File: src/rtl/core/mtrg_pkg.sv
`default_nettype none

package mtrg_pkg;

    localparam int STATE_WORDS_DEF  = 624;
    localparam int SHIFT_OFFSET_DEF = 397;

    typedef logic [31:0] word_t;

    localparam word_t SEED_MULT    = 32'd69069;
    localparam word_t AUTO_SEED    = 32'd4357;
    localparam word_t TWIST_MATRIX = 32'h9908_b0df;
    localparam word_t TEMPER_B     = 32'h9d2c_5680;
    localparam word_t TEMPER_C     = 32'hefc6_0000;
    localparam word_t HIGH_BIT     = 32'h8000_0000;
    localparam word_t LOW_BITS     = 32'h7fff_ffff;

    // request opcodes
    localparam logic CMD_GENERATE = 1'b0;
    localparam logic CMD_RESEED   = 1'b1;

    // controller -> datapath
    typedef struct packed {
        logic fill_load;   // start seeding, ptr <= 0
        logic fill_auto;   // seed with AUTO_SEED instead of request seed
        logic fill_step;   // write one seeded word
        logic tw_pre;      // fetch word 0, ptr <= 0
        logic tw_read;     // fetch next and far words
        logic tw_write;    // write twisted word
        logic gen_read;    // fetch word at read index
        logic out_load;    // temper into output register
    } dp_cmd_t;

    // datapath -> controller
    typedef struct packed {
        logic ptr_last;
        logic unseeded;
        logic twist_due;
    } dp_status_t;

    function automatic word_t temper(input word_t y);
        word_t t;
        t = y ^ (y >> 11);
        t = t ^ ((t << 7) & TEMPER_B);
        t = t ^ ((t << 15) & TEMPER_C);
        t = t ^ (t >> 18);
        return t;
    endfunction

endpackage

`default_nettype wire

File: src/rtl/core/mtrg_controller.sv
`default_nettype none

module mtrg_controller (
    input  logic                 clk,
    input  logic                 rst_n,
    input  logic                 in_valid,
    input  logic                 in_cmd,
    output logic                 in_ready,
    output logic                 out_valid,
    input  logic                 out_ready,
    output mtrg_pkg::dp_cmd_t    ctrl,
    input  mtrg_pkg::dp_status_t status
);
    import mtrg_pkg::*;

    localparam logic [2:0] ST_IDLE     = 3'd0;
    localparam logic [2:0] ST_FILL     = 3'd1;
    localparam logic [2:0] ST_TW_PRE   = 3'd2;
    localparam logic [2:0] ST_TW_READ  = 3'd3;
    localparam logic [2:0] ST_TW_WRITE = 3'd4;
    localparam logic [2:0] ST_GEN_READ = 3'd5;
    localparam logic [2:0] ST_GEN_OUT  = 3'd6;

    logic [2:0] state_reg;
    logic [2:0] state_next;
    logic       pending_reg;   // a generate waits behind an auto-seed fill
    logic       pending_next;
    logic       out_valid_reg;
    logic       out_valid_next;
    logic       accept;
    logic       out_free;

    assign in_ready  = (state_reg == ST_IDLE);
    assign accept    = in_valid && in_ready;
    assign out_free  = !out_valid_reg || out_ready;
    assign out_valid = out_valid_reg;

    always_comb
    begin
        state_next   = state_reg;
        pending_next = pending_reg;
        ctrl         = '0;
        unique case (state_reg)
            ST_IDLE:
            begin
                if (accept)
                begin
                    if (in_cmd == CMD_RESEED)
                    begin
                        ctrl.fill_load = 1'b1;
                        pending_next   = 1'b0;
                        state_next     = ST_FILL;
                    end
                    else if (status.unseeded)
                    begin
                        ctrl.fill_load = 1'b1;
                        ctrl.fill_auto = 1'b1;
                        pending_next   = 1'b1;
                        state_next     = ST_FILL;
                    end
                    else if (status.twist_due)
                    begin
                        state_next = ST_TW_PRE;
                    end
                    else
                    begin
                        state_next = ST_GEN_READ;
                    end
                end
            end
            ST_FILL:
            begin
                ctrl.fill_step = 1'b1;
                if (status.ptr_last)
                begin
                    state_next = pending_reg ? ST_TW_PRE : ST_IDLE;
                end
            end
            ST_TW_PRE:
            begin
                ctrl.tw_pre = 1'b1;
                state_next  = ST_TW_READ;
            end
            ST_TW_READ:
            begin
                ctrl.tw_read = 1'b1;
                state_next   = ST_TW_WRITE;
            end
            ST_TW_WRITE:
            begin
                ctrl.tw_write = 1'b1;
                state_next    = status.ptr_last ? ST_GEN_READ : ST_TW_READ;
            end
            ST_GEN_READ:
            begin
                ctrl.gen_read = 1'b1;
                state_next    = ST_GEN_OUT;
            end
            ST_GEN_OUT:
            begin
                if (out_free)
                begin
                    ctrl.out_load = 1'b1;
                    state_next    = ST_IDLE;
                end
            end
            default:
            begin
                state_next = ST_IDLE;
            end
        endcase
    end

    always_comb
    begin
        if (ctrl.out_load)
        begin
            out_valid_next = 1'b1;
        end
        else if (out_ready)
        begin
            out_valid_next = 1'b0;
        end
        else
        begin
            out_valid_next = out_valid_reg;
        end
    end

    always_ff @(posedge clk or negedge rst_n)
    begin
        if (!rst_n)
        begin
            state_reg     <= ST_IDLE;
            pending_reg   <= 1'b0;
            out_valid_reg <= 1'b0;
        end
        else
        begin
            state_reg     <= state_next;
            pending_reg   <= pending_next;
            out_valid_reg <= out_valid_next;
        end
    end

endmodule

`default_nettype wire

File: config.mk
export PLATFORM = sky130hd
export DESIGN_NAME = mtrg_controller
export DESIGN_NICKNAME = d
export VERILOG_FILES = /design/src/rtl/core/mtrg_pkg.sv /design/src/rtl/core/mtrg_controller.sv
export SDC_FILE = /design/constraint.sdc
export NUM_CORES = 1
export LEC_CHECK = 0
export BUFFER_PORTS_ARGS = -buffer_cell sky130_fd_sc_hd__buf_2
export CAP_MARGIN = 15
export CORE_AREA = 2 2 39 41
export DETAILED_ROUTE_END_ITERATION = 12
export DIE_AREA = 0 0 41 43
export PLACE_DENSITY_LB_ADDON = 0.05
export SLEW_MARGIN = 10
export SYNTH_ARGS = -nofsm -noshare
export SYNTH_HDL_FRONTEND = slang
export SYNTH_SLANG_ARGS = --single-unit
File: constraint.sdc
create_clock -name clk -period 1.3 [get_ports clk]
set_clock_uncertainty 0.1 [all_clocks]
set_input_delay 0.195 -clock clk [delete_from_list [all_inputs] [get_ports clk]]
set_output_delay 0.195 -clock clk [all_outputs]
set_load 0.005 [all_outputs]
Word-level counts from Yosys, hierarchy flattened. Index checks and enable logic that the tools add are counted.

$add $sub $neg: 0. Multiply operators: 0. Div/mod/pow operators: 0. $lt $le $gt $ge: 0. Eq/ne operators: 9. Shifts and indexed selects: 0. Muxes and demuxes: 25. Bitwise operators: 0. Reductions and logical operators: 8.

Operators by type and width (number): $mux 3 (7); $pmux 3 s7 (1); $mux 1 (13); $eq 3x3->1 const B (3); $mux 2 (4); $eq 3x2->1 const B (2); $reduce_and 3->1 (2); $ne 2x2->1 const B (2); $reduce_bool 2->1 (2); $eq 3x1->1 const B (1); $logic_not 3->1 (1); $ne 2x1->1 const B (1); $logic_and 1x1->1 (1); $logic_not 1->1 (1); $logic_or 1x1->1 (1).

Bits in registers: 5. Bits in latches: 0. Memory bits (writable): 0. ROM bits: 0. Input port bits: 8. Output and inout bits: 10. Logic and storage cells: 45. Memories kept: 0.

Logic depth before layout (Yosys ltp). Gate-level depths: netlist of the first run.

Word-level depth: 5. Depth in mapped cells: 4. Gate-level depth less buffers: 3.

Worst setup path before layout of the first run. No wires, ideal clock.

Path kind: reg-to-reg. Start: register state_reg[2]. End: register state_reg[1]. Library setup time: 0.133 ns. Data arrival time: 1.056 ns. Required time: 1.067 ns. Setup slack: 0.012 ns. Stages on the path, launching flop included: 5. Path buffers: 1. Clock period less this slack: 1.288 ns. Cells stage by stage: dfrtp_1 > buf_4 > or2_2 > o21ai_1 > a22oi_2.

Longest elaborated chain between the ends: 4. Elaborated cells on any way between the ends: 13. Those cells by class: eq/ne: 9; mux: 1; reduce/logical: 3.

Ends and longest elaborated chain: start, declared (line mtrg_controller.sv:24) `logic [2:0] state_reg;`; start signal, assigned (line mtrg_controller.sv:140) `state_reg <= state_next;`; $logic_not 3->1 (line mtrg_controller.sv:33, mtrg_controller.sv:43); $logic_and 1x1->1 (line mtrg_controller.sv:34) `assign accept = in_valid && in_ready;`; $ne 2x1->1 (no source line); $reduce_and 3->1 (no source line).

Several ways; a longest one is shown, not always the timed one. A chain may end at the register's enable or synchronous reset.

Final worst setup path of the first run.
Start: register state_reg[1]. End: output port in_ready.

Longest elaborated chain between the ends: 1.

Ends and longest elaborated chain: $logic_not 3->1 (line mtrg_controller.sv:33) `assign in_ready = (state_reg == ST_IDLE);`; end, declared (line mtrg_controller.sv:8) `output logic in_ready,`.

Every way passes these cells.

==> results of run 1 <==
-- Yosys cell counts, drive strengths merged --
cell type,number
nand2b,2
nor3b,1
or2b,1
buf,4
and3,1
a22oi,1
nor3,2
dfrtp,5
mux2,1
a221oi,1
or2,2
a22o,1
nor2,6
o21ai,5
a21oi,3
or3,1
nand2,3
nand3b,1
nor4b,2
a31oi,1
nor2b,3
inv,2
o32a,1
-- through the flow --
step | setup slack, ns | TNS, ns | hold WS (ns)
3_3_place_gp | -0.120 | -0.394 | -0.0869
4_1_cts | -0.297 | -2.32 | 0.0655
3_5_place_dp | -0.144 | -0.425 | -0.0894
5_1_grt | -0.367 | -3.33 | 0.0742
2_1_floorplan | 0.0117 | 0 | -0.201
6_report | -0.296 | -2.49 | 0.0776
-- per-layer routing --
layer	vias up	track usage [%]	share of wire (%)
li1	252	-	-
met1	247	15.3	39
met2	10	27.8	57
met3	0	1.57	3.9
met4	0	6.00	0
met5	-	0	0
-- area by class of cell --
cell class	instances	area [um2]
tap	16	20.0
inverter	2	7.51
fill	135	599
multi-input combinational	39	317
timing repair buffer	37	287
sequential	5	128
clock buffer	4	26.3
-- cell families after synthesis --
family / count (synthesis)
and+or+nand+nor: 25
muxes: 1
DFF: 5
AOI/OAI and AO/OA: 13
buffers and inverters: 6
-- power by group through the flow --
stage | Combinational [mW] | Clock, mW | Sequential (mW)
after CTS | 1.16 | 0.182 | 0.323
after detailed placement | 0.744 | 0 | 0.325
after floorplan | 0.511 | 0 | 0.291
after global placement | 0.757 | 0 | 0.322
final | 1.34 | 0.171 | 0.315
after global routing | 1.45 | 0.199 | 0.322
-- how the worst min path moves through the flow --
stage / start / to / slack, ns
floorplan: rst_n / out_valid / -0.20
detailed placement: rst_n / state_reg[0] / -0.09
global route: in_cmd / pending_reg / 0.07
finish: in_cmd / pending_reg / 0.08
global placement: rst_n / pending_reg / -0.09
CTS: in_cmd / pending_reg / 0.07
-- placed cells by master, fill, tap and decap left out, types with 3 or more instances in the layout --
master,count
sky130_fd_sc_hd__dfrtp_1,3
sky130_fd_sc_hd__nor2_1,6
sky130_fd_sc_hd__buf_4,11
sky130_fd_sc_hd__nand2_1,3
sky130_fd_sc_hd__o21ai_0,3
sky130_fd_sc_hd__clkbuf_4,3
sky130_fd_sc_hd__buf_6,7
sky130_fd_sc_hd__buf_2,16
-- what timing repair did --
| item | in CTS | in global routing |
|---|---|---|
| pin swaps | 9 | 3 |
| hold buffers | 1 | 0 |
| gates resized for setup | 16 | 7 |
| setup buffers | 8 | 4 |
| setup endpoints to repair | 12 | 12 |
| hold endpoints to repair | 5 | 0 |
==> out/results.txt, run 1 <==
The flow ran to the end, but the final reports show violations. The final reports fail on negative setup slack. After detailed routing, the total wire length is 1.27 mm. From bottom edge to top edge, the die measures 43 um. For the deepest level of the CTS H-tree, the log shows 1.

Fraction of the cycle the final worst path needs: 123%. In this run the tightest slew margin relative to its limit is 78.8%. The worst register-to-register path has a depth of 5. The remaining design rule violation count was 0. At the later pin of the worst-skew pair, clock insertion delay measures 0.23 ns. The areal power density over the cells works out to 2330 nW/um2. The tools report the launching point of the worst reg2reg path as state_reg[0].

The area growth from synthesis to layout is 86.6%. The run gives 17.2% as the share of power burned in registers. The logs give 2 for the largest buffer count on any clock path and 0 for the total of max-cap violations.

The width of the chip is 41 um, and the actual transition at the worst max-transition pin is 0.315 ns. After routing the design area is 785 um2. Combinational cells account for 73.5% of the total power. The run gives 10 as the number of DRC violations after detailed-routing iteration 0. The core occupancy in the finished layout was 56.7%; the count of warnings emitted by yosys was 0. The run gives 509 as the total via count after detailed routing.

At the worst endpoint, the required time is 1.00 ns. Cell type with the highest occurrence count on the critical path: sky130_fd_sc_hd__buf_6. The run gives 0 as the initial antenna violation count.

The maximum frequency from static timing analysis was 627 MHz; the detail-routed via count per cell was 4.94. The largest driver fanout on the critical path works out to 4. In the global route stage, overall resource usage came out at 14.9%.

By area the synthesized netlist is led by sky130_fd_sc_hd__dfrtp_1 (30%), sky130_fd_sc_hd__nor4b_2 (7.1%), sky130_fd_sc_hd__buf_4 (5.4%). Of the synthesized area, sequential elements account for 29.8%. In this run, placement finished with an instance count of 86.

Switching part of the total power: 38.1%. The worst setup path endpoint is in_ready. The kind of critical path is reg2out. The overall power after layout is 1.83 mW, and the post-synthesis adder-cell area fraction is 0%. The routed design could run at a clock period as short as 1.60 ns. The final net count was 96. For the count of pins over their slew limit, the log shows 0. Yosys mapped the design onto 27 distinct sky130hd cell types. Clock tree synthesis selected as its root buffer the cell sky130_fd_sc_hd__clkbuf_4. For the clock sink count, the log shows 5. Setup repair after global routing could not meet its margin everywhere.

Cell internal power was estimated by the tool at 1.13 mW. The run gives 1.80 mm as the global-route wire length before repair. The fraction of layout cells with a size suffix above 1 works out to 64.4%. The critical path goes through buf_4 > buf_6 > buf_6 > nor3_4 > buf_2.

CTS clock-pin slew for the worst setup and hold paths: 0.04 ns. Synthesis produced a netlist with a net count of 58. The final critical-path setup slack came out at -0.296 ns.

The post-synthesis cell type with the largest combined area is sky130_fd_sc_hd__dfrtp_1. The capture point of the worst reg-to-reg path was state_reg[1]. In the final routed layout, each cell accounts on average for 12.3 um. The number of rows in the core area came out at 14. By area, the combinational part of the netlist is dominated by simple AND/OR/NAND/NOR gates.

The flip-flop count of the largest register after layout is 3, and the post-synthesis sequential element count is 5. The run gives -0.16 ns as the reg-to-reg setup timing slack. The average instance in the mapped netlist occupies 8.41 um2. Summing the areas of all compound-gate instances in the mapped netlist gives 21.4% of the synthesized area. The global placer's final weighted congestion is 0.670. The floorplan step defined a die boundary enclosing 1760 um2. For the final global-route overflow total, the log shows 0. Counting both buffers and inverters, the worst setup path holds a total of 4. The synthesized netlist devotes 0% of its cell area to XOR and XNOR gates. The delay contributed by the slowest stage of the critical path is 0.42 ns, and the depth of the critical timing path with buffers and inverters included is 5. The logs give 1380 um2 for the core box area and 8 for the pin count of the biggest net entering global routing.

For this run, the number of standard cells in the final layout without fillers is 103. The clock network accounts for 9.3% of the total power. The hold-critical path depth is 2, and the number of primary I/O pins is 18.

The repair_antennas step left the layout with diodes totalling 0. The run gives 465 as the via count of the first global-routing pass. The signal arrival time at the worst endpoint came out at 1.30 ns. TritonCTS built the clock tree.

The tools report the effective utilization at floorplan as 30.4%. STA classifies the critical path endpoint as a primary output. The tools report the critical path launch point type as a register. Cell type group with the largest total delay on the critical path: buffers and inverters. The number of hold-slack violations in the final timing report is 0.

Tracing the worst setup path back leads to its startpoint at state_reg[1]. Share of the synthesized area in the top cell type: 29.8%. The count of nets left with antenna violations once routing finished came out at 0.

The worst ir drop on vdd was 1.10 mV. Summed over all cells, the static leakage comes to 0.381 nW. The number of buffers added on ports was 17; the multiplexer area fraction after synthesis was 2.68%. The synthesized netlist occupies a cell area of 420 um2. The simple-gate share of the synthesized area was 36.3%; the number of detailed-route iterations in the first pass was 3. The class of the tightest hold or removal check is in2reg. The logs give 3 for the number of buffers created by CTS and 50 for the gate count of the mapped netlist. The critical-path cell with the highest stage delay was sky130_fd_sc_hd__dfrtp_2.

The tools report the power spent charging and discharging nets as 0.696 mW. The HPWL after detailed placement is 770 um. Setup violations remaining at the end of the flow were counted as 12.

For the placement-stage cell area, the log shows 544 um2.
No activity file was read; power rests on OpenSTA's default activity.
==> inputs of run 2 (changes only) <==
--- a/config.mk
+++ b/config.mk
@@ -11,6 +11,7 @@
 export DETAILED_ROUTE_END_ITERATION = 12
 export DIE_AREA = 0 0 41 43
 export PLACE_DENSITY_LB_ADDON = 0.05
+export SKIP_CTS_REPAIR_TIMING = 1
 export SLEW_MARGIN = 10
 export SYNTH_ARGS = -nofsm -noshare
 export SYNTH_HDL_FRONTEND = slang
==> run 2 against run 1 <==
The flow still finishes with violations (negative setup slack). Largest power group unchanged. Sequential share of layout area up 1.9 points. Die area stayed put. Utilization decreased by 5.3 points. Combinational power down 21%. Largest cell class unchanged.
==> out/results.txt, run 2 (synthesized netlist as in run 1, its figures left out) <==
The checks that failed: negative setup slack. The total routed wire length on the met1 layer was 473 um (-5.4%). The tools report the cell leakage power as 0.349 nW (-8.5%). The total of endpoints with negative setup slack in the final report is 11 (-1). The detailed-route wire length per cell is 11.1 um (-10%), and the count of antenna-violating nets left after detailed routing is 0 (unchanged). Logic gate share of total power: 68.0% (-5.5 points). CTS clock-pin slew for the worst setup and hold paths: 0.04 ns (about the same).

The logs give 1 (-9) for the number of DRC violations after detailed-routing iteration 0 and -0.144 ns (unchanged) for the worst setup slack after placement. For the headroom to the max-slew limit, the log shows 79.7% (+0.97 points). Critical path launch point type: a register.

The run gives 3 (unchanged) as the number of buffers created by CTS. The tools report the global placer's final weighted congestion as 0.670 (unchanged). The number of primary I/O pins was 18 (unchanged).

Maximum frequency from static timing analysis: 616 MHz (-1.7%). The largest buffer count on any clock path is 2 (unchanged). The number of buffers added on ports came out at 17 (unchanged). The detail-routed via count per cell came out at 4.79 (-3.2%). The flip-flop count of the largest register after layout is 3 (unchanged). The kind of end point of the critical path was a primary output.

The total of max-cap violations is 0 (unchanged), and the final cell area excluding filler cells is 711 um2 (-9.4%). TritonCTS built the clock tree. The number of detailed-route iterations in the first pass is 3 (unchanged).

The pin count of the biggest net entering global routing was 11 (+3). The number of hold-slack violations in the final timing report is 0 (unchanged). The switching part of the total power works out to 38.5% (+0.48 points). The logs give 10.9% (+1.6 points) for the share of power burned in the clock network and 0.23 ns (about the same) for the clock insertion delay at the later pin of the skew report. Overall power after layout: 1.56 mW (-14%). The library cells used most frequently in the layout, excluding fill and tap cells, are sky130_fd_sc_hd__buf_2 (17), sky130_fd_sc_hd__buf_4 (8), sky130_fd_sc_hd__nor2_1 (6), sky130_fd_sc_hd__buf_6 (6). The vertical die dimension came out at 43 um (unchanged). The signal arrival time at the worst endpoint was 1.33 ns (+0.03 ns). The commonest non-fill, non-tap cell in the layout was sky130_fd_sc_hd__buf_2. Setup repair after global routing could not meet its margin everywhere.

For the number of cells in the finished layout apart from fillers, the log shows 98 (-4.9%). From synthesis to final layout, the design area changed by 69.0%. The critical path is of the reg2out type. The fraction of layout cells with a size suffix above 1 was 62.2% (-2.2 points); the global-route wire length before repair was 1.45 mm (-20%). The post-DP HPWL came out at 770 um (unchanged). The logs give 0.962 mW (-15%) for the internal power and 21.1% (+3.9 points) for the share of power burned in registers.

The actual transition at the worst max-transition pin came out at 0.303 ns (-0.0125 ns). The placement-stage cell area is 544 um2 (unchanged), and the count of pins over their slew limit is 0 (unchanged). The logs give 0 (unchanged) for the number of diodes added for antenna fixing and 91 (-5.2%) for the final net count. The tools report the aggregate routed wire length as 1.09 mm (-14%). The effective utilization at floorplan is 30.4% (unchanged), and the total negative slack is -2.31 ns (+0.176 ns). For the remaining design rule violation count, the log shows 0 (unchanged). For the global routing usage summed across all routing layers, the log shows 12.0% (-2.9 points).

The run gives 50 um (unchanged) as the met3 routed wirelength. The met2 wire length is 564 um (-22%), and the fraction of the cycle the final worst path needs is 125% (+2.1 points). For the final critical-path setup slack, the log shows -0.323 ns (-0.0271 ns). Class of the tightest hold or removal check: in2reg. The clock sink count was 5 (unchanged). After detailed routing, no signal wire sits above met3. The final period demand of the worst path works out to 1.62 ns (+0.0271 ns). The tools report the cell total after placement as 86 (unchanged).

The cell sitting at the root of the clock tree is a sky130_fd_sc_hd__clkbuf_4. The worst ir drop on vdd came out at 1.03 mV (-6.2%). The areal power density over the cells is 2200 nW/um2 (-5.6%), and the area of the die is 1760 um2 (unchanged). The largest driver fanout on the critical path is 4 (unchanged). The total via count after detailed routing was 469 (-7.9%); the power spent charging and discharging nets was 0.603 mW (-13%).

The run finished, with violations left. The final global-route overflow total was 0 (unchanged). The number of rows in the core area is 14 (unchanged).

The core box area came out at 1380 um2 (unchanged). The tools report the critical path data required time as 1.00 ns (about the same). The logs give 0 (unchanged) for the initial antenna violation count and 1 (unchanged) for the deepest level of the CTS H-tree.

The width of the chip works out to 41 um (unchanged). The run gives 372 (-20%) as the via count of the first global-routing pass.
[run 2: area by class of cell]
type / count / area [um2]
Fill cell: 143 / 673
Multi-Input combinational cell: 39 / 305
Timing Repair Buffer: 32 / 223
Sequential cell: 5 / 129
Clock buffer: 4 / 26.3
Tap cell: 16 / 20.0
Inverter: 2 / 7.51
[run 2: per-stage QoR]
| step | hold slack, ns | utilization (%) |
|---|---|---|
| floorplan | -0.201 | - |
| global placement | -0.0869 | 39.3 |
| detailed placement | -0.0894 | 39.3 |
| CTS | -0.347 | 41.2 |
| global route | 0.0729 | 51.4 |
| finish | 0.0724 | 51.4 |
[run 2: power by group through the flow]
stage / clock network [mW] / registers, mW / logic, mW
5_1_grt: 0.199 / 0.337 / 1.17
2_1_floorplan: 0 / 0.291 / 0.511
3_5_place_dp: 0 / 0.325 / 0.744
6_report: 0.171 / 0.330 / 1.06
4_1_cts: 0.182 / 0.324 / 0.748
3_3_place_gp: 0 / 0.322 / 0.757
[run 2: per-layer routing]
metal  global-route usage (%)  vias up
li1                         -      243
met2                     19.1       10
met4                     6.00        0
met5                        0        -
met1                     15.0      216
met3                     1.57        0
[run 2: path summary, 6_finish.rpt]
check | depth (start not counted) | endpoint | slack [ns] | from
min | 2 | pending_reg | 0.07 | in_cmd
max in group asynchronous | 2 | state_reg[1] | 0.77 | rst_n
min reg2reg | 2 | out_valid | 0.46 | out_valid
max reg2reg | 5 | state_reg[2] | -0.10 | state_reg[0]
min in group asynchronous | 2 | pending_reg | 0.19 | rst_n
max | 3 | ctrl[7] | -0.32 | state_reg[0]
[run 2: worst max-delay path, cell delays in order (launching register included)]
cell,delay (ns)
sky130_fd_sc_hd__dfrtp_2,0.43
sky130_fd_sc_hd__nor4b_4,0.37
sky130_fd_sc_hd__nor2b_2,0.19
sky130_fd_sc_hd__buf_2,0.11
